--- src/rtl/i2a_pkg.sv ---
// Shared types, constants and the digit-to-character function for the number formatter.
package i2a_pkg;

  // Format codes carried on in_command
  typedef enum logic [1:0] {
    CMD_SDEC  = 2'd0,
    CMD_UDEC  = 2'd1,
    CMD_HEXLO = 2'd2,
    CMD_HEXUP = 2'd3
  } cmd_t;

  localparam int unsigned VALUE_W   = 32;
  localparam int unsigned DIGIT_W   = 4;
  localparam int unsigned CHAR_W    = 8;
  localparam int unsigned COUNT_W   = 4;
  localparam int unsigned MAX_DIGITS = 10;
  localparam int unsigned NDIG_W    = $clog2(MAX_DIGITS + 1);
  localparam int unsigned DIDX_W    = $clog2(MAX_DIGITS);

  // floor(n * RECIP / 2^35) == n / 10 for every 32-bit n
  localparam logic [VALUE_W-1:0] DEC_RECIP = 32'hCCCC_CCCD;
  localparam int unsigned        DEC_SHIFT = 35;

  localparam logic [CHAR_W-1:0] CHAR_ZERO  = 8'h30;
  localparam logic [CHAR_W-1:0] CHAR_MINUS = 8'h2D;
  localparam logic [CHAR_W-1:0] CHAR_UPA   = 8'h41;
  localparam logic [CHAR_W-1:0] CHAR_LOWA  = 8'h61;

  // Result of one divide-by-base step
  typedef struct packed {
    logic               vld;
    logic [VALUE_W-1:0] quo;
    logic [DIGIT_W-1:0] rem;
  } div_res_t;

  function automatic logic [CHAR_W-1:0] digit_char(input logic [DIGIT_W-1:0] d,
                                                   input logic upper);
    logic [CHAR_W-1:0] d8;
    d8 = {{(CHAR_W-DIGIT_W){1'b0}}, d};
    if (d < 4'd10) begin
      return CHAR_ZERO + d8;
    end else if (upper) begin
      return CHAR_UPA + d8 - 8'd10;
    end else begin
      return CHAR_LOWA + d8 - 8'd10;
    end
  endfunction

endpackage

--- src/rtl/i2a_digit_unit.sv ---
// Shared divide-by-base unit: one quotient and remainder per request.
module i2a_digit_unit (
  input  logic                             clk,
  input  logic                             rst_n,
  input  logic                             go,
  input  logic                             hex,
  input  logic [i2a_pkg::VALUE_W-1:0]      mag,
  output i2a_pkg::div_res_t                res
);

  localparam int unsigned PROD_W = 2 * i2a_pkg::VALUE_W;

  logic                         vld_r;
  logic                         hex_r;
  logic [i2a_pkg::VALUE_W-1:0]  mag_r;
  logic [PROD_W-1:0]            prod_r;
  logic [i2a_pkg::VALUE_W-1:0]  quo;
  logic [i2a_pkg::VALUE_W-1:0]  rem_full;

  // Multiplier stage, registered
  always_ff @(posedge clk) begin
    if (!rst_n) begin
      vld_r <= 1'b0;
    end else begin
      vld_r <= go;
    end
    hex_r  <= hex;
    mag_r  <= mag;
    prod_r <= PROD_W'(mag) * PROD_W'(i2a_pkg::DEC_RECIP);
  end

  // Correction: decimal remainder = n - 10q via shifts; hex is a shift and a mask
  always_comb begin
    if (hex_r) begin
      quo      = mag_r >> i2a_pkg::DIGIT_W;
      rem_full = {{(i2a_pkg::VALUE_W-i2a_pkg::DIGIT_W){1'b0}}, mag_r[i2a_pkg::DIGIT_W-1:0]};
    end else begin
      quo      = i2a_pkg::VALUE_W'(prod_r >> i2a_pkg::DEC_SHIFT);
      rem_full = mag_r - ((quo << 3) + (quo << 1));
    end
    res.vld = vld_r;
    res.quo = quo;
    res.rem = rem_full[i2a_pkg::DIGIT_W-1:0];
  end

endmodule

--- src/rtl/integer_to_ascii_formatter.sv ---
// Top level of the number formatter: command port, digit sequencer, digit store and output.
//
// Usage
//   Present in_command and in_value with start high while busy is low; that edge
//   takes the beat. busy stays high until the last character has been issued.
//   Characters come out most significant first on out_character, one per cycle,
//   each marked by a single-cycle out_valid. out_is_last flags the final one and
//   out_char_count then gives the length (1..11); it is zero on other beats.
// Conversion
//   Digits are produced least significant first by one shared divide unit,
//   each through the ISSUE and CAPTURE states (multiply by the reciprocal of
//   ten, then correct; hex is a shift). All digits are stored before the
//   sign or the first digit is sent.
// Reset
//   Synchronous active-low reset returns the sequencer to idle and drops
//   out_valid. Nothing is kept between numbers.
// Back-pressure
//   None: the receiver must take every beat in the cycle it is shown.
module integer_to_ascii_formatter (
  input  logic                          clk,
  input  logic                          rst_n,
  input  logic                          start,
  output logic                          busy,
  input  logic [1:0]                    in_command,
  input  logic [i2a_pkg::VALUE_W-1:0]   in_value,
  output logic                          out_valid,
  output logic [i2a_pkg::CHAR_W-1:0]    out_character,
  output logic                          out_is_last,
  output logic [i2a_pkg::COUNT_W-1:0]   out_char_count
);

  typedef enum logic [1:0] {
    ST_IDLE,
    ST_ISSUE,
    ST_CAPTURE,
    ST_EMIT
  } state_t;

  state_t                            state_r;
  logic [i2a_pkg::VALUE_W-1:0]       mag_r;
  logic                              hex_r;
  logic                              upper_r;
  logic                              sign_r;     // minus still to be sent
  logic                              neg_r;      // number is negative
  logic [i2a_pkg::NDIG_W-1:0]        nd_r;       // digits held in the store
  logic [i2a_pkg::COUNT_W-1:0]       total_r;
  logic [i2a_pkg::DIGIT_W-1:0]       digits_r [i2a_pkg::MAX_DIGITS];

  logic                              out_valid_r;
  logic [i2a_pkg::CHAR_W-1:0]        out_character_r;
  logic                              out_is_last_r;
  logic [i2a_pkg::COUNT_W-1:0]       out_char_count_r;

  logic                              accept;
  logic                              in_neg;
  logic                              unit_go;
  i2a_pkg::div_res_t                 unit_res;
  logic [i2a_pkg::NDIG_W-1:0]        nd_inc;
  logic [i2a_pkg::NDIG_W-1:0]        nd_dec;
  logic                              last_digit;

  assign busy    = (state_r != ST_IDLE);
  assign accept  = start && !busy;
  assign in_neg  = (in_command == i2a_pkg::CMD_SDEC) && in_value[i2a_pkg::VALUE_W-1];
  assign unit_go = (state_r == ST_ISSUE);
  assign nd_inc  = nd_r + 1'b1;
  assign nd_dec  = nd_r - 1'b1;
  // final character: no sign pending and one digit left
  assign last_digit = !sign_r && (nd_r == i2a_pkg::NDIG_W'(1));

  i2a_digit_unit u_digit (
    .clk   (clk),
    .rst_n (rst_n),
    .go    (unit_go),
    .hex   (hex_r),
    .mag   (mag_r),
    .res   (unit_res)
  );

  always_ff @(posedge clk) begin
    if (!rst_n) begin
      state_r     <= ST_IDLE;
      out_valid_r <= 1'b0;
    end else begin
      out_valid_r <= 1'b0;
      unique case (state_r)
        ST_IDLE: begin
          if (accept) begin
            // magnitude taken here; two's complement negate covers the most negative value
            mag_r   <= in_neg ? (~in_value + 1'b1) : in_value;
            hex_r   <= in_command[1];
            upper_r <= (in_command == i2a_pkg::CMD_HEXUP);
            sign_r  <= in_neg;
            neg_r   <= in_neg;
            nd_r    <= '0;
            state_r <= ST_ISSUE;
          end
        end
        ST_ISSUE: begin
          state_r <= ST_CAPTURE;
        end
        ST_CAPTURE: begin
          if (unit_res.vld) begin
            digits_r[nd_r[i2a_pkg::DIDX_W-1:0]] <= unit_res.rem;
            nd_r  <= nd_inc;
            mag_r <= unit_res.quo;
            if ((unit_res.quo == '0) || (nd_inc == i2a_pkg::NDIG_W'(i2a_pkg::MAX_DIGITS))) begin
              total_r <= i2a_pkg::COUNT_W'(nd_inc) + i2a_pkg::COUNT_W'(neg_r);
              state_r <= ST_EMIT;
            end else begin
              state_r <= ST_ISSUE;
            end
          end
        end
        ST_EMIT: begin
          out_valid_r <= 1'b1;
          if (sign_r) begin
            out_character_r  <= i2a_pkg::CHAR_MINUS;
            out_is_last_r    <= 1'b0;
            out_char_count_r <= '0;
            sign_r           <= 1'b0;
          end else begin
            out_character_r  <= i2a_pkg::digit_char(digits_r[nd_dec[i2a_pkg::DIDX_W-1:0]],
                                                    upper_r);
            out_is_last_r    <= last_digit;
            out_char_count_r <= last_digit ? total_r : '0;
            nd_r             <= nd_dec;
            if (last_digit) begin
              state_r <= ST_IDLE;
            end
          end
        end
        default: begin
          state_r <= ST_IDLE;
        end
      endcase
    end
  end

  assign out_valid      = out_valid_r;
  assign out_character  = out_character_r;
  assign out_is_last    = out_is_last_r;
  assign out_char_count = out_char_count_r;

endmodule

--- config.mk ---
export PLATFORM = sky130hd
export DESIGN_NAME = integer_to_ascii_formatter
export DESIGN_NICKNAME = d
export VERILOG_FILES = /design/src/rtl/i2a_pkg.sv /design/src/rtl/i2a_digit_unit.sv /design/src/rtl/integer_to_ascii_formatter.sv
export SDC_FILE = /design/constraint.sdc
export NUM_CORES = 1
export LEC_CHECK = 0
export ABC_AREA = 1
export BUFFER_PORTS_ARGS = -buffer_cell sky130_fd_sc_hd__buf_2
export CAP_MARGIN = 20
export CORE_MARGIN = 5
export CORE_UTILIZATION = 60
export DETAILED_ROUTE_END_ITERATION = 8
export PLACE_DENSITY_LB_ADDON = 0.05
export SYNTH_ARGS = -nofsm -noshare
export SYNTH_HDL_FRONTEND = slang
export SYNTH_SLANG_ARGS = --single-unit
--- constraint.sdc ---
create_clock -name clk -period 11.2 [get_ports clk]
set_input_delay 1.12 -clock clk [delete_from_list [all_inputs] [get_ports clk]]
set_output_delay 1.12 -clock clk [all_outputs]
set_load 0.05 [all_outputs]
# [Word-level counts from Yosys, hierarchy flattened]
# Memory sizes are Yosys's and may differ from the RTL's.
# Index checks and enable logic that the tools add are counted.
[word_totals] ff_bits=158 ramBits=40 inputBits=37 out_inout_bits=15 wordCells=88 memories=1
[op_classes] n_addsub=11 n_mul=1 order_cmp=1 eq_ne=10 muxes=25 n_bitwise=2 n_reduce_logical=21
[memory_table] memory="digits_r" depth=10 width=4 rd=1 rd_clocked_by_memory_dff=0 write_ports=1 line_no="integer_to_ascii_formatter.sv:47" text="logic [i2a_pkg::DIGIT_W-1:0] digits_r [i2a_pkg::MAX_DIGITS];"
[ops] op="$mux W32" n=3
[ops] op="$mul A32 B32 Y64 const B" n=1
[ops] op="$pmux W32 S2" n=1
[ops] op="$add A32 B1 Y32 const B" n=1
[ops] op="$logic_not A32 Y1" n=1
[ops] op="$not A32 Y32" n=1
[ops] op="$mux W29" n=1
[ops] op="$add A7 B4 Y8 const A" n=2
[ops] op="$mux W4" n=4
[ops] op="$mux W8" n=2
[ops] op="$sub A8 B4 Y8 const B" n=2
[ops] op="$pmux W4 S3" n=1
[ops] op="$reduce_and A4 Y1" n=3
[ops] op="$mux W2" n=5
[ops] op="$pmux W2 S4" n=1
[ops] op="$add A6 B4 Y7 const A" n=1
[ops] op="$eq A2 B2 Y1 const B" n=3
[ops] op="$mux W1" n=6
[ops] op="$ne A2 B2 Y1 const B" n=3
[ops] op="$reduce_and A3 Y1" n=2
[ops] op="$reduce_bool A2 Y1" n=3
[ops] op="$reduce_and A5 Y1" n=1
[ops] op="$add A4 B1 Y4" n=1
[ops] op="$add A4 B1 Y4 const B" n=1
[ops] op="17 further kinds" n=21

# [Longest topological paths before layout]
# Gate-level depths: netlist of the first run.
[logic_depth] depth_word=6 depth_mapped=30 mapped_depth_nobuf=29

# [Cells and area by module]
# From an unflattened synthesis of the first run, not the netlist that was laid out.
[unflattened] hier_cells=3180 area_unflattened_um2=26150.1
[modules_own_cells] mod="i2a_digit_unit" n_inst=1 cells_each=2572 area_each_um2=20753.7 seq_area_each_um2=1261.2
[modules_own_cells] mod="integer_to_ascii_formatter" n_inst=1 cells_each=608 area_each_um2=5396.4 seq_area_each_um2=2942.8

# [Worst setup path before layout of the first run]
# Ideal clock, no wire load.
[synth_path] path_kind="register to register" start="register mag_r[20] (netlist bit)" end="register u_digit.prod_r[58]" setup_ps=112 t_arrival_ps=5700 required_time_ps=11088 slack_ps=5387 path_stages_with_launch=24 n_path_buf=0 period_less_slack_ps=5813 cell_sequence="edfxtp_1 -> ha_1 -> inv_1 -> fa_1 -> inv_1 -> fa_1 -> inv_1 -> fa_1 -> inv_1 -> fa_1 -> fa_1 -> fa_1 -> inv_1 -> fa_1 -> inv_1 -> ha_1 -> nand2_1 -> nor2_1 -> nand2_1 -> nor4_2 -> and2_1 -> nand2_1 -> nand3_1 -> nand2_1"
[synth_via] elab_chain_len=1
[synth_rtl] element="start: declaration" line_no="integer_to_ascii_formatter.sv:40" text="logic [i2a_pkg::VALUE_W-1:0] mag_r;"
[synth_rtl] element="start signal: assignment" line_no="integer_to_ascii_formatter.sv:90" text="mag_r <= in_neg ? (~in_value + 1'b1) : in_value;"
[synth_rtl] element="start signal: assignment" line_no="integer_to_ascii_formatter.sv:106" text="mag_r <= unit_res.quo;"
[synth_rtl] element="$mul A32 B32 Y64" line_no="i2a_digit_unit.sv:29" text="prod_r <= PROD_W'(mag) * PROD_W'(i2a_pkg::DEC_RECIP);"
[synth_rtl] element="end signal: assignment" line_no="i2a_digit_unit.sv:29"
[synth_rtl] element="end: declaration" line_no="i2a_digit_unit.sv:16" text="logic [PROD_W-1:0] prod_r;"
# No other way between the ends.
# A chain may end at the register's enable or synchronous reset.

# [Worst setup path after layout of the first run]
[layout_path] start="register mag_r[10] (netlist bit)" end="register u_digit.prod_r[62]"
# Same word-level chain as after synthesis.

==> metrics.md, run 1 <==
| Metric | Value |
|---|---|
| Result of the run | `finished clean` |
| Setup repair after global routing missed its margin | `no` |
| Arrival time of data at the critical path endpoint | `roughly 7400 ps` |
| Overall routed net length | `between 80000 and 90000 um` |
| CP Capture Type | `register` |
| Most frequent cell after synthesis | `sky130_fd_sc_hd__inv_1` |
| Antenna diode count | `0` |
| First-pass GRT wire length | `around 130000 um` |
| Period utilization | `0.628` |
| Worst hold slack across all endpoints | `~370 ps` |
| I/O pin count | `52` |
| Clock tree buffer depth | `2` |
| Synthesized net count | `between 3000 and 4000` |
| Layout Area Growth over Synthesis | `5.60%` |
| Number of levels in the clock H-tree | `4` |
| Hold Path Cell Cnt | `0` |
| Fraction of post-synthesis cell area in the top cell type by area | `0.295` |
| Final Net Count | `~4000` |
| Total gr overflow | `0` |
| Vias in the first global route | `about 21000` |
| Number of violations of the max-capacitance limit | `0` |
| Post-CTS setup-driven buffer insertion count | `0` |
| Flop and latch count out of synthesis | `~160` |
| Transition time at the pin with the least slew margin | `between 1000 and 1500 ps` |
| Combined area of all synthesized cells | `0.0262 mm2` |
| Total number of vias | `just over 20000` |
| Horizontal die dimension | `between 200 and 250 um` |
| Most common library cells after synthesis | `877 x sky130_fd_sc_hd__inv_1, 660 x sky130_fd_sc_hd__nand2_1, 386 x sky130_fd_sc_hd__fa_1` |
| Filler cell count | `3920` |
| Area inside the core boundary | `~0.043 mm2` |
| Floorplan die area | `around 0.048 mm2` |
| Fraction of registers with async set or reset after synthesis | `0` |
| Fraction of layout instances using a drive strength above 1 | `0.0400` |
| Number of max-slew violations in the final report | `0` |
| Ratio of routed vias to standard cells | `approximately 5.4` |
| Insertion delay to the later sink of the worst-skew pair | `about 500 ps` |
| Number of detailed-route iterations in the first pass | `8` |
| Most common cell on crit path | `sky130_fd_sc_hd__fa_1` |
| Slowest stage cell on the critical path | `sky130_fd_sc_hd__edfxtp_1` |
| Number of hold violations in the final report | `0` |
| Worst endpoint required time | `around 12000 ps` |
| Setup Viol. Count Final | `0` |
| Ordered list of cells on the worst path | `ha_1 > inv_1 > fa_1 > inv_1 > fa_1 > inv_1 > fa_1 > inv_1 > fa_1 > fa_1 > fa_1 > fa_1 > ha_1 > nand2_1 > nor2_1 > nand2_1 > nor2_1 > nand2_1 > nand2_1 > nand2_1 > nand3_1 > nand2_1` |
| Depth of the worst register-to-register path | `22` |
| FF-to-FF Start | `mag_r[10]$_DFFE_PP_` |
| Worst reg-to-reg setup slack | `around 4200 ps` |
| Clock sink total | `roughly 160` |
| Maximum number of pins on one net before global-route repair | `between 40 and 50` |
| Syn Inst Count | `3161` |
| Post-route ant nets | `0` |
| Summed negative setup slack over all endpoints | `0 ps` |
| Number of enable-type register cells in the synthesized netlist | `96` |
| Post-synthesis sequential area ratio | `0.160` |
| Root buffer selected by CTS | `sky130_fd_sc_hd__clkbuf_16` |
| Number of design-rule violations left by the first detailed-router iteration | `1894` |
| Total of buffers placed on input and output ports | `50` |
| Number of distinct standard cells referenced by the synthesized netlist | `45` |
| Type of origin of the critical path | `register` |
| Combined buffer and inverter count along the critical path | `4` |
| Number of buffers inserted during clock tree synthesis | `17` |
| Number of hold-repair buffers added at the cts stage | `0` |
| Dominant delay contributor by cell family on the critical path | `adder cells` |
| End of the worst hold path | `u_digit.hex_r$_DFF_P_` |
| Antenna violations before repair | `0` |
| Critical hold path startpoint | `hex_r$_DFFE_PP_` |
| Highest fanout seen on the critical path | `6` |
| Wirelength per Cell | `about 22 um` |
| Gpl congestion | `1.06` |
| Area of the multi-input gates | `approximately 0.018 mm2` |
| Cell accounting for the most synthesized area | `sky130_fd_sc_hd__fa_1` |
| Commonest register cell after synthesis | `sky130_fd_sc_hd__edfxtp_1` |
| All-layer global routing usage | `0.356` |
| Die H | `~220 um` |
| Clock slew seen by the registers of the worst setup and hold paths | `around 80 ps` |
| Slowest Stage Delay on Critical Path | `around 800 ps` |
| Final worst path period need | `approximately 7000 ps` |
| Achievable Freq | `between 100 and 150 MHz` |
| Cell types with the largest area share after synthesis | `sky130_fd_sc_hd__fa_1 29%, sky130_fd_sc_hd__ha_1 17%, sky130_fd_sc_hd__inv_1 13%` |
| Synthesized area divided by synthesized cell count | `8.29 um2` |
| Half-perimeter wire length of the detailed placement result | `71900 um` |
| Remaining max-slew budget at the tightest pin | `0.246` |
| Critical path start-end classification | `register to register` |
| Endpoint of the worst register-to-register path | `u_digit.prod_r[62]$_DFF_P_` |
| Total DRC errors in the routed layout | `0` |
| Clock tree from TritonCTS | `built` |
| Type of the most critical hold path | `register to register` |
| Setup Skew | `~22 ps` |
| Number of warning messages in the yosys log | `0` |
| Post-cts resize count | `0` |
| Initial cell density of the core | `0.607` |
| Placement row count | `between 70 and 80` |
| Sequential cell area in the final layout | `approximately 0.0042 mm2` |
==> registers in the layout, summed over array words and instances (netlist names), 2 cells and up <==
name,flops
u_digit.mag_r,32
nd_r,4
total_r,4
mag_r,32
out_character,7
state_r,2
u_digit.prod_r,29
digits_r,40
out_char_count,4
==> layout by cell type (no fill, tap or decap), types with 10 or more instances in the layout <==
cell                        count
sky130_fd_sc_hd__a21oi_1       79
sky130_fd_sc_hd__buf_2         52
sky130_fd_sc_hd__clkbuf_16     17
sky130_fd_sc_hd__dfxtp_1       65
sky130_fd_sc_hd__edfxtp_1      96
sky130_fd_sc_hd__fa_1         386
sky130_fd_sc_hd__ha_1         360
sky130_fd_sc_hd__inv_1        877
sky130_fd_sc_hd__mux2i_1       15
sky130_fd_sc_hd__nand2_1      660
sky130_fd_sc_hd__nand3_1      105
sky130_fd_sc_hd__nand4_1       19
sky130_fd_sc_hd__nor2_1       195
sky130_fd_sc_hd__nor3_1        33
sky130_fd_sc_hd__o21ai_0       67
sky130_fd_sc_hd__o21ai_1       10
sky130_fd_sc_hd__o21bai_1      17
sky130_fd_sc_hd__or2_2         10
sky130_fd_sc_hd__xnor2_1       20
sky130_fd_sc_hd__xor2_1        54
==> cell families (layout without fill, tap and decap cells) <==
logic type	count (synthesis)	count (layout)	share of synthesized area
flip-flops	162	162	0.160
AND/OR/NAND/NOR	1049	1049	0.163
other	1	1	0.000143
multiplexers	15	15	0.00573
adder cells (fa/ha/maj)	746	746	0.467
AO/OA/AOI/OAI	205	205	0.0439
buffers and inverters	908	974	0.134
XOR/XNOR	75	75	0.0258
==> final cells by class <==
class	count	share of cell area
Timing Repair Buffer	61	0.0118
Tap cell	585	0.0265
Clock inverter	15	0.00647
Multi-Input combinational cell	2091	0.668
Inverter	881	0.120
Clock buffer	17	0.0154
Sequential cell	162	0.152
==> stage by stage <==
stage	instance area [um2]	std cells	setup slack [ps]	util
6_report	27700	3812	4160	0.641
5_1_grt	27700	3812	3940	0.641
4_1_cts	27600	3808	4300	0.640
3_5_place_dp	27000	3776	4310	0.626
3_3_place_gp	27000	3776	4320	0.626
2_1_floorplan	26200	3161	5390	-
==> layer usage <==
| metal | vias up | track usage | wire length, um |
|---|---|---|---|
| li1 | 9621 | - | - |
| met1 | 10100 | 0.484 | 34800 |
| met2 | 806 | 0.547 | 36000 |
| met3 | 199 | 0.0726 | 6170 |
| met4 | 0 | 0.176 | 5070 |
| met5 | - | 0 | 0 |
==> how the worst max path moves through the flow <==
stage	startpoint	to	depth (start not counted)
6_report	mag_r[10]$_DFFE_PP_	u_digit.prod_r[62]$_DFF_P_	22
5_1_grt	mag_r[10]$_DFFE_PP_	u_digit.prod_r[49]$_DFF_P_	23
4_1_cts	mag_r[10]$_DFFE_PP_	u_digit.prod_r[62]$_DFF_P_	22
3_5_place_dp	mag_r[10]$_DFFE_PP_	u_digit.prod_r[62]$_DFF_P_	22
3_3_place_gp	mag_r[10]$_DFFE_PP_	u_digit.prod_r[62]$_DFF_P_	22
2_1_floorplan	mag_r[20]$_DFFE_PP_	u_digit.prod_r[58]$_DFF_P_	23
==> worst register-to-register path, cell delays in order, from the launching register on <==
cell and delay (ps):
sky130_fd_sc_hd__edfxtp_1 800, sky130_fd_sc_hd__ha_1 540, sky130_fd_sc_hd__inv_1 210, sky130_fd_sc_hd__fa_1 580, sky130_fd_sc_hd__inv_1 60, sky130_fd_sc_hd__fa_1 510
sky130_fd_sc_hd__inv_1 60, sky130_fd_sc_hd__fa_1 500, sky130_fd_sc_hd__inv_1 60, sky130_fd_sc_hd__fa_1 550, sky130_fd_sc_hd__fa_1 430, sky130_fd_sc_hd__fa_1 510
sky130_fd_sc_hd__fa_1 410, sky130_fd_sc_hd__ha_1 320, sky130_fd_sc_hd__nand2_1 110, sky130_fd_sc_hd__nor2_1 320, sky130_fd_sc_hd__nand2_1 260, sky130_fd_sc_hd__nor2_1 150
sky130_fd_sc_hd__nand2_1 100, sky130_fd_sc_hd__nand2_1 160, sky130_fd_sc_hd__nand2_1 150, sky130_fd_sc_hd__nand3_1 110, sky130_fd_sc_hd__nand2_1 50
Power of run 1 is left out: the tool's default activity adds up to more than one toggle a clock period on the data nets, which glitch-free logic cannot reach.
==> run 2, diff against run 1 <==
clock period = 7.2 ns   (was 11.2 ns; I/O delays follow)
==> metrics.md, run 2 (synthesized netlist as in run 1, its figures left out) <==
| Metric | Value |
|---|---|
| Placement row count | `76 (unchanged)` |
| Dominant delay contributor by cell family on the critical path | `adder cells (unchanged)` |
| Summed negative setup slack over all endpoints | `0 ps (unchanged)` |
| Number of buffers inserted during clock tree synthesis | `17 (unchanged)` |
| Fraction of layout instances using a drive strength above 1 | `0.0485 (was 0.0400)` |
| Die H | `219 um (unchanged)` |
| Slowest Stage Delay on Critical Path | `610 ps (was 800 ps)` |
| Ratio of routed vias to standard cells | `5.45 (was 5.43)` |
| Flip-flop count of the largest register, all copies and words added | `40 (unchanged)` |
| Setup Viol. Count Final | `0 (unchanged)` |
| Setup Skew | `23.9 ps (was 22.1 ps)` |
| Maximum number of pins on one net before global-route repair | `49 (unchanged)` |
| Post-route ant nets | `0 (unchanged)` |
| Remaining max-slew budget at the tightest pin | `0.305 (was 0.246)` |
| Final cell utilization of the core | `0.647 (was 0.641)` |
| Number of design-rule violations left by the first detailed-router iteration | `2047 (was 1894)` |
| Number of levels in the clock H-tree | `4 (unchanged)` |
| Arrival time of data at the critical path endpoint | `7250 ps (was 7430 ps)` |
| Number of hold-repair buffers added at the cts stage | `0 (unchanged)` |
| Achievable Freq | `145 MHz (was 142 MHz)` |
| Most common cell on crit path | `sky130_fd_sc_hd__inv_1 (was sky130_fd_sc_hd__fa_1)` |
| Antenna diode count | `0 (unchanged)` |
| Total number of vias | `20900 (was 20700)` |
| Setup repair after global routing missed its margin | `no (unchanged)` |
| Vias in the first global route | `21700 (was 21500)` |
| Number of detailed-route iterations in the first pass | `6 (was 8)` |
| I/O pin count | `52 (unchanged)` |
| Worst endpoint required time | `7560 ps (was 11590 ps)` |
| Total gr overflow | `0 (unchanged)` |
| Filler cell count | `3848 (was 3920)` |
| Clock sink total | `162 (unchanged)` |
| Gpl congestion | `1.05 (was 1.06)` |
| Antenna violations before repair | `1 (was 0)` |
| Highest fanout seen on the critical path | `6 (unchanged)` |
| Combined buffer and inverter count along the critical path | `8 (was 4)` |
| Type of the most critical hold path | `register to register (unchanged)` |
| Wirelength per Cell | `22.0 um (was 21.5 um)` |
| Clock tree from TritonCTS | `built (unchanged)` |
| Result of the run | `finished clean (unchanged)` |
| Clock slew seen by the registers of the worst setup and hold paths | `90 ps (was 80 ps)` |
| Slowest stage cell on the critical path | `sky130_fd_sc_hd__edfxtp_1 (unchanged)` |
| Number of max-slew violations in the final report | `0 (unchanged)` |
| Critical path start-end classification | `register to register (unchanged)` |
| Most common library cell in the layout ignoring fill and taps | `sky130_fd_sc_hd__inv_1 (unchanged)` |
| Area inside the core boundary | `0.0432 mm2 (unchanged)` |
| Number of hold violations in the final report | `0 (unchanged)` |
| Insertion delay to the later sink of the worst-skew pair | `480 ps (was 500 ps)` |
| CP Capture Type | `register (unchanged)` |
| First-pass GRT wire length | `130000 um (was 126000 um)` |
| All-layer global routing usage | `0.368 (was 0.356)` |
| Total DRC errors in the routed layout | `0 (unchanged)` |
| Half-perimeter wire length of the detailed placement result | `74500 um (was 71900 um)` |
| Floorplan die area | `0.0479 mm2 (unchanged)` |
| Final Net Count | `4025 (was 3997)` |
| Horizontal die dimension | `219 um (unchanged)` |
| Final worst path period need | `6900 ps (was 7040 ps)` |
| Layout Area Growth over Synthesis | `6.56% (was 5.60%)` |
| Period utilization | `0.958 (was 0.628)` |
| Number of violations of the max-capacitance limit | `0 (unchanged)` |
| Type of origin of the critical path | `register (unchanged)` |
| Total of buffers placed on input and output ports | `50 (unchanged)` |
| Clock tree buffer depth | `2 (unchanged)` |
| Root buffer selected by CTS | `sky130_fd_sc_hd__clkbuf_16 (unchanged)` |
| Sequential cell area in the final layout | `0.00421 mm2 (unchanged)` |
| Initial cell density of the core | `0.607 (unchanged)` |
| Area of the multi-input gates | `0.0185 mm2 (about the same)` |
| Leading cell types in the layout, fill and taps excluded | `877 x sky130_fd_sc_hd__inv_1, 660 x sky130_fd_sc_hd__nand2_1, 386 x sky130_fd_sc_hd__fa_1, 359 x sky130_fd_sc_hd__ha_1, 195 x sky130_fd_sc_hd__nor2_1 (was 877 x sky130_fd_sc_hd__inv_1, 660 x sky130_fd_sc_hd__nand2_1, 386 x sky130_fd_sc_hd__fa_1, 360 x sky130_fd_sc_hd__ha_1, 195 x sky130_fd_sc_hd__nor2_1)` |
| Transition time at the pin with the least slew margin | `1030 ps (was 1120 ps)` |
| Overall routed net length | `84700 um (was 82100 um)` |
run 2: cell count changes in the layout (fill, tap and decap cells not counted), sizes merged:
cell	previous run	this run
buf	60	88
run 2: layout make-up:
type,count,share of cell area
Multi-Input combinational cell,2091,0.662
Sequential cell,162,0.151
Inverter,881,0.118
Tap cell,585,0.0262
Timing Repair Buffer,89,0.0198
Clock buffer,17,0.0152
Clock inverter,15,0.00713
run 2: per-stage QoR:
step | setup WS [ps] | hold slack (ps) | std cells | instance area [um2]
after floorplan | 1390 | 323 | 3161 | 26200
after global placement | 324 | 362 | 3797 | 27200
after detailed placement | 284 | 357 | 3798 | 27200
after CTS | 283 | 391 | 3830 | 27800
after global routing | 10.3 | 405 | 3840 | 27900
final | 302 | 390 | 3840 | 27900
run 2: timing repair:
action | 4_1_cts | 5_1_grt
resized for setup | 0 | 1
setup buffers | 0 | 9
endpoints found under the hold margin | 0 | 0
setup endpoints to repair | 0 | 5
run 2: layer usage:
layer | part of all wire | GRT usage | vias to the layer above
li1 | - | - | 9690
met4 | 0.068 | 0.197 | 2
met2 | 0.44 | 0.562 | 909
met3 | 0.077 | 0.0546 | 203
met1 | 0.42 | 0.512 | 10100
met5 | 0.00015 | 0 | -
run 2: worst paths after layout:
check | from | endpoint | slack [ps] | depth (start not counted)
worst min-delay path | hex_r$_DFFE_PP_ | u_digit.hex_r$_DFF_P_ | 390 | 0
worst max register to register | mag_r[20]$_DFFE_PP_ | u_digit.prod_r[56]$_DFF_P_ | 300 | 25
worst min register to register | hex_r$_DFFE_PP_ | u_digit.hex_r$_DFF_P_ | 390 | 0
worst max-delay path | mag_r[20]$_DFFE_PP_ | u_digit.prod_r[56]$_DFF_P_ | 300 | 25
Power of run 2 is left out for the same reason.
==> run 3, diff against run 2 <==
ABC_AREA = default   (was 1)
==> metrics.md, run 3 <==
| Metric | Value |
|---|---|
| Half-perimeter wire length of the detailed placement result | `61800 um (was 74500 um)` |
| Commonest register cell after synthesis | `sky130_fd_sc_hd__edfxtp_1 (unchanged)` |
| Result of the run | `finished clean (unchanged)` |
| Type of the most critical hold path | `register to register (unchanged)` |
| Horizontal die dimension | `208 um (was 219 um)` |
| Insertion delay to the later sink of the worst-skew pair | `440 ps (was 480 ps)` |
| Wirelength per Cell | `22.7 um (was 22.0 um)` |
| Final Net Count | `3350 (was 4025)` |
| First-pass GRT wire length | `105000 um (was 130000 um)` |
| Leading cell types in the layout, fill and taps excluded | `563 x sky130_fd_sc_hd__inv_1, 383 x sky130_fd_sc_hd__fa_1, 326 x sky130_fd_sc_hd__ha_1, 253 x sky130_fd_sc_hd__buf_4, 116 x sky130_fd_sc_hd__a21oi_1 (was 877 x sky130_fd_sc_hd__inv_1, 660 x sky130_fd_sc_hd__nand2_1, 386 x sky130_fd_sc_hd__fa_1, 359 x sky130_fd_sc_hd__ha_1, 195 x sky130_fd_sc_hd__nor2_1)` |
| Vias in the first global route | `18200 (was 21700)` |
| Combined area of all synthesized cells | `0.0236 mm2 (was 0.0262 mm2)` |
| Total of buffers placed on input and output ports | `50 (unchanged)` |
| Total DRC errors in the routed layout | `0 (unchanged)` |
| Floorplan die area | `0.0434 mm2 (was 0.0479 mm2)` |
| Slowest Stage Delay on Critical Path | `610 ps (about the same)` |
| Post-route ant nets | `0 (unchanged)` |
| Highest fanout seen on the critical path | `5 (was 6)` |
| Setup repair after global routing missed its margin | `yes (was no)` |
| Area inside the core boundary | `0.0387 mm2 (was 0.0432 mm2)` |
| Initial cell density of the core | `0.609 (was 0.607)` |
| Achievable Freq | `139 MHz (was 145 MHz)` |
| Worst hold slack across all endpoints | `352 ps (was 390 ps)` |
| All-layer global routing usage | `0.322 (was 0.368)` |
| Number of hold-repair buffers added at the cts stage | `0 (unchanged)` |
| Root buffer selected by CTS | `sky130_fd_sc_hd__clkbuf_16 (unchanged)` |
| Ordered list of cells on the worst path | `ha_4 > xor2_1 > ha_1 > inv_1 > fa_1 > inv_1 > fa_1 > fa_1 > fa_1 > fa_1 > fa_1 > ha_1 > nand4_1 > buf_4 > nor4_4 > nand2_1 > a211oi_2 > buf_4 > o311ai_4 > a21oi_2 > nor3_1 > a2111o_1` |
| Fraction of post-synthesis cell area in the top cell type by area | `0.327 (was 0.295)` |
| Placement row count | `72 (was 76)` |
| Flop and latch count out of synthesis | `162 (unchanged)` |
| Arrival time of data at the critical path endpoint | `7510 ps (was 7250 ps)` |
| Maximum number of pins on one net before global-route repair | `63 (was 49)` |
| Number of hold violations in the final report | `0 (unchanged)` |
| Period utilization | `0.998 (was 0.958)` |
| Syn Inst Count | `2266 (was 3161)` |
| Ratio of routed vias to standard cells | `5.56 (was 5.45)` |
| Most common library cells after synthesis | `576 x sky130_fd_sc_hd__inv_1, 386 x sky130_fd_sc_hd__fa_1, 360 x sky130_fd_sc_hd__ha_1 (was 877 x sky130_fd_sc_hd__inv_1, 660 x sky130_fd_sc_hd__nand2_1, 386 x sky130_fd_sc_hd__fa_1)` |
| Fraction of registers with async set or reset after synthesis | `0 (unchanged)` |
| Number of detailed-route iterations in the first pass | `5 (was 6)` |
| Critical path start-end classification | `register to register (unchanged)` |
| Number of warning messages in the yosys log | `0 (unchanged)` |
| Clock slew seen by the registers of the worst setup and hold paths | `80 ps (was 90 ps)` |
| Post-synthesis sequential area ratio | `0.178 (was 0.160)` |
| Synthesized area divided by synthesized cell count | `10.4 um2 (was 8.29 um2)` |
| Number of max-slew violations in the final report | `0 (unchanged)` |
| Total number of vias | `17200 (was 20900)` |
| Number of enable-type register cells in the synthesized netlist | `96 (unchanged)` |
| Total gr overflow | `0 (unchanged)` |
| Fraction of layout instances using a drive strength above 1 | `0.176 (was 0.0485)` |
| Number of distinct standard cells referenced by the synthesized netlist | `71 (was 45)` |
| Number of design-rule violations left by the first detailed-router iteration | `1213 (was 2047)` |
| I/O pin count | `52 (unchanged)` |
| Number of levels in the clock H-tree | `4 (unchanged)` |
| Placed Cells | `3017 (was 3798)` |
| Most common cell on crit path | `sky130_fd_sc_hd__fa_1 (was sky130_fd_sc_hd__inv_1)` |
| Cell accounting for the most synthesized area | `sky130_fd_sc_hd__fa_1 (unchanged)` |
| Clock tree buffer depth | `2 (unchanged)` |
| Gpl congestion | `1.05 (about the same)` |
| Number of buffers inserted during clock tree synthesis | `17 (unchanged)` |
| Setup Viol. Count Final | `0 (unchanged)` |
| Flip-flop count of the largest register, all copies and words added | `40 (unchanged)` |
| Final worst path period need | `7190 ps (was 6900 ps)` |
| Number of violations of the max-capacitance limit | `0 (unchanged)` |
| Layout Cells excl Fill | `3098 (was 3840)` |
| Layout Area Growth over Synthesis | `17.4% (was 6.56%)` |
| Remaining max-slew budget at the tightest pin | `0.312 (was 0.305)` |
| Overall routed net length | `70300 um (was 84700 um)` |
| Synthesized net count | `3049 (was 3944)` |
| Most common library cell in the layout ignoring fill and taps | `sky130_fd_sc_hd__inv_1 (unchanged)` |
| Die H | `208 um (was 219 um)` |
| Cell types with the largest area share after synthesis | `sky130_fd_sc_hd__fa_1 33%, sky130_fd_sc_hd__ha_1 19%, sky130_fd_sc_hd__edfxtp_1 12% (was sky130_fd_sc_hd__fa_1 29%, sky130_fd_sc_hd__ha_1 17%, sky130_fd_sc_hd__inv_1 13%)` |
| Finished layout cell area | `0.0277 mm2 (was 0.0279 mm2)` |
| Most frequent cell after synthesis | `sky130_fd_sc_hd__inv_1 (unchanged)` |
| Antenna diode count | `0 (unchanged)` |
| Slowest stage cell on the critical path | `sky130_fd_sc_hd__fa_1 (was sky130_fd_sc_hd__edfxtp_1)` |
| Clock tree from TritonCTS | `built (unchanged)` |
| CP Capture Type | `register (unchanged)` |
| Setup Skew | `14.7 ps (was 23.9 ps)` |
| Worst endpoint required time | `7520 ps (was 7560 ps)` |
| Antenna violations before repair | `0 (was 1)` |
| Clock sink total | `162 (unchanged)` |
| Transition time at the pin with the least slew margin | `1020 ps (was 1030 ps)` |
| Post-Place Cell Area | `0.0260 mm2 (was 0.0272 mm2)` |
| Type of origin of the critical path | `register (unchanged)` |
[run 3: changes by cell type in the layout (fill, tap and decap cells not counted), moves of 17 or more]
cell,before,now
sky130_fd_sc_hd__a21o_1,8,41
sky130_fd_sc_hd__a21oi_1,79,116
sky130_fd_sc_hd__and2_1,3,31
sky130_fd_sc_hd__buf_4,37,253
sky130_fd_sc_hd__ha_1,359,326
sky130_fd_sc_hd__ha_4,0,29
sky130_fd_sc_hd__inv_1,877,563
sky130_fd_sc_hd__mux2i_1,15,32
sky130_fd_sc_hd__nand2_1,660,71
sky130_fd_sc_hd__nand3_1,105,19
sky130_fd_sc_hd__nor2_1,195,73
sky130_fd_sc_hd__o21ai_0,67,35
sky130_fd_sc_hd__xnor2_1,20,57
[run 3: final timing paths]
check	start	to	slack, ps	cells after the start
max	mag_r[2]$_DFFE_PP_	u_digit.prod_r[60]$_DFF_P_	10	22
min	hex_r$_DFFE_PP_	u_digit.hex_r$_DFF_P_	350	0
max reg2reg	mag_r[2]$_DFFE_PP_	u_digit.prod_r[60]$_DFF_P_	10	22
min reg2reg	hex_r$_DFFE_PP_	u_digit.hex_r$_DFF_P_	350	0
[run 3: cell type report]
type | instances | area (um2)
Clock buffer | 17 | 425
Clock inverter | 15 | 221
Fill cell | 2899 | 11000
Inverter | 576 | 2170
Multi-Input combinational cell | 1489 | 17700
Sequential cell | 162 | 4210
Tap cell | 518 | 648
Timing Repair Buffer | 321 | 2360
[run 3: critical path: cells and delay by family (launching register included)]
| family | cells | cell delay (ps) |
|---|---|---|
| buf+inv | 4 | 520 |
| simple gates | 4 | 630 |
| compound gates | 4 | 940 |
| flops | 1 | 570 |
| fa+ha+maj | 9 | 4210 |
| xor+xnor | 1 | 170 |
[run 3: cell families after synthesis]
family,after synthesis,share of synthesized area
xor+xnor,119,0.0442
buf+inv,615,0.0983
simple gates,302,0.0639
other cells,1,0.000159
flops,162,0.178
compound gates,279,0.0748
mux,42,0.0222
fa+ha+maj,746,0.518
[run 3: through the flow]
step | TNS (ps) | setup WS [ps] | utilization
detailed placement | -721 | -268 | 0.672
CTS | -31.2 | -20.2 | 0.692
floorplan | 0 | 415 | -
finish | 0 | 13.6 | 0.715
global route | -353 | -108 | 0.715
global placement | -443 | -198 | 0.672
[run 3: per-layer routing]
layer | wire [um] | GRT usage | up-vias
met5 | 0 | 0 | -
li1 | - | - | 7835
met1 | 28100 | 0.413 | 8645
met4 | 4630 | 0.163 | 0
met3 | 3220 | 0.0392 | 170
met2 | 34400 | 0.543 | 561
[run 3: timing repair]
item,in CTS,in global routing
setup endpoints to repair,10,19
setup buffers,4,43
pin swaps,5,59
resized for setup,9,104
Power of run 3 is left out for the same reason.
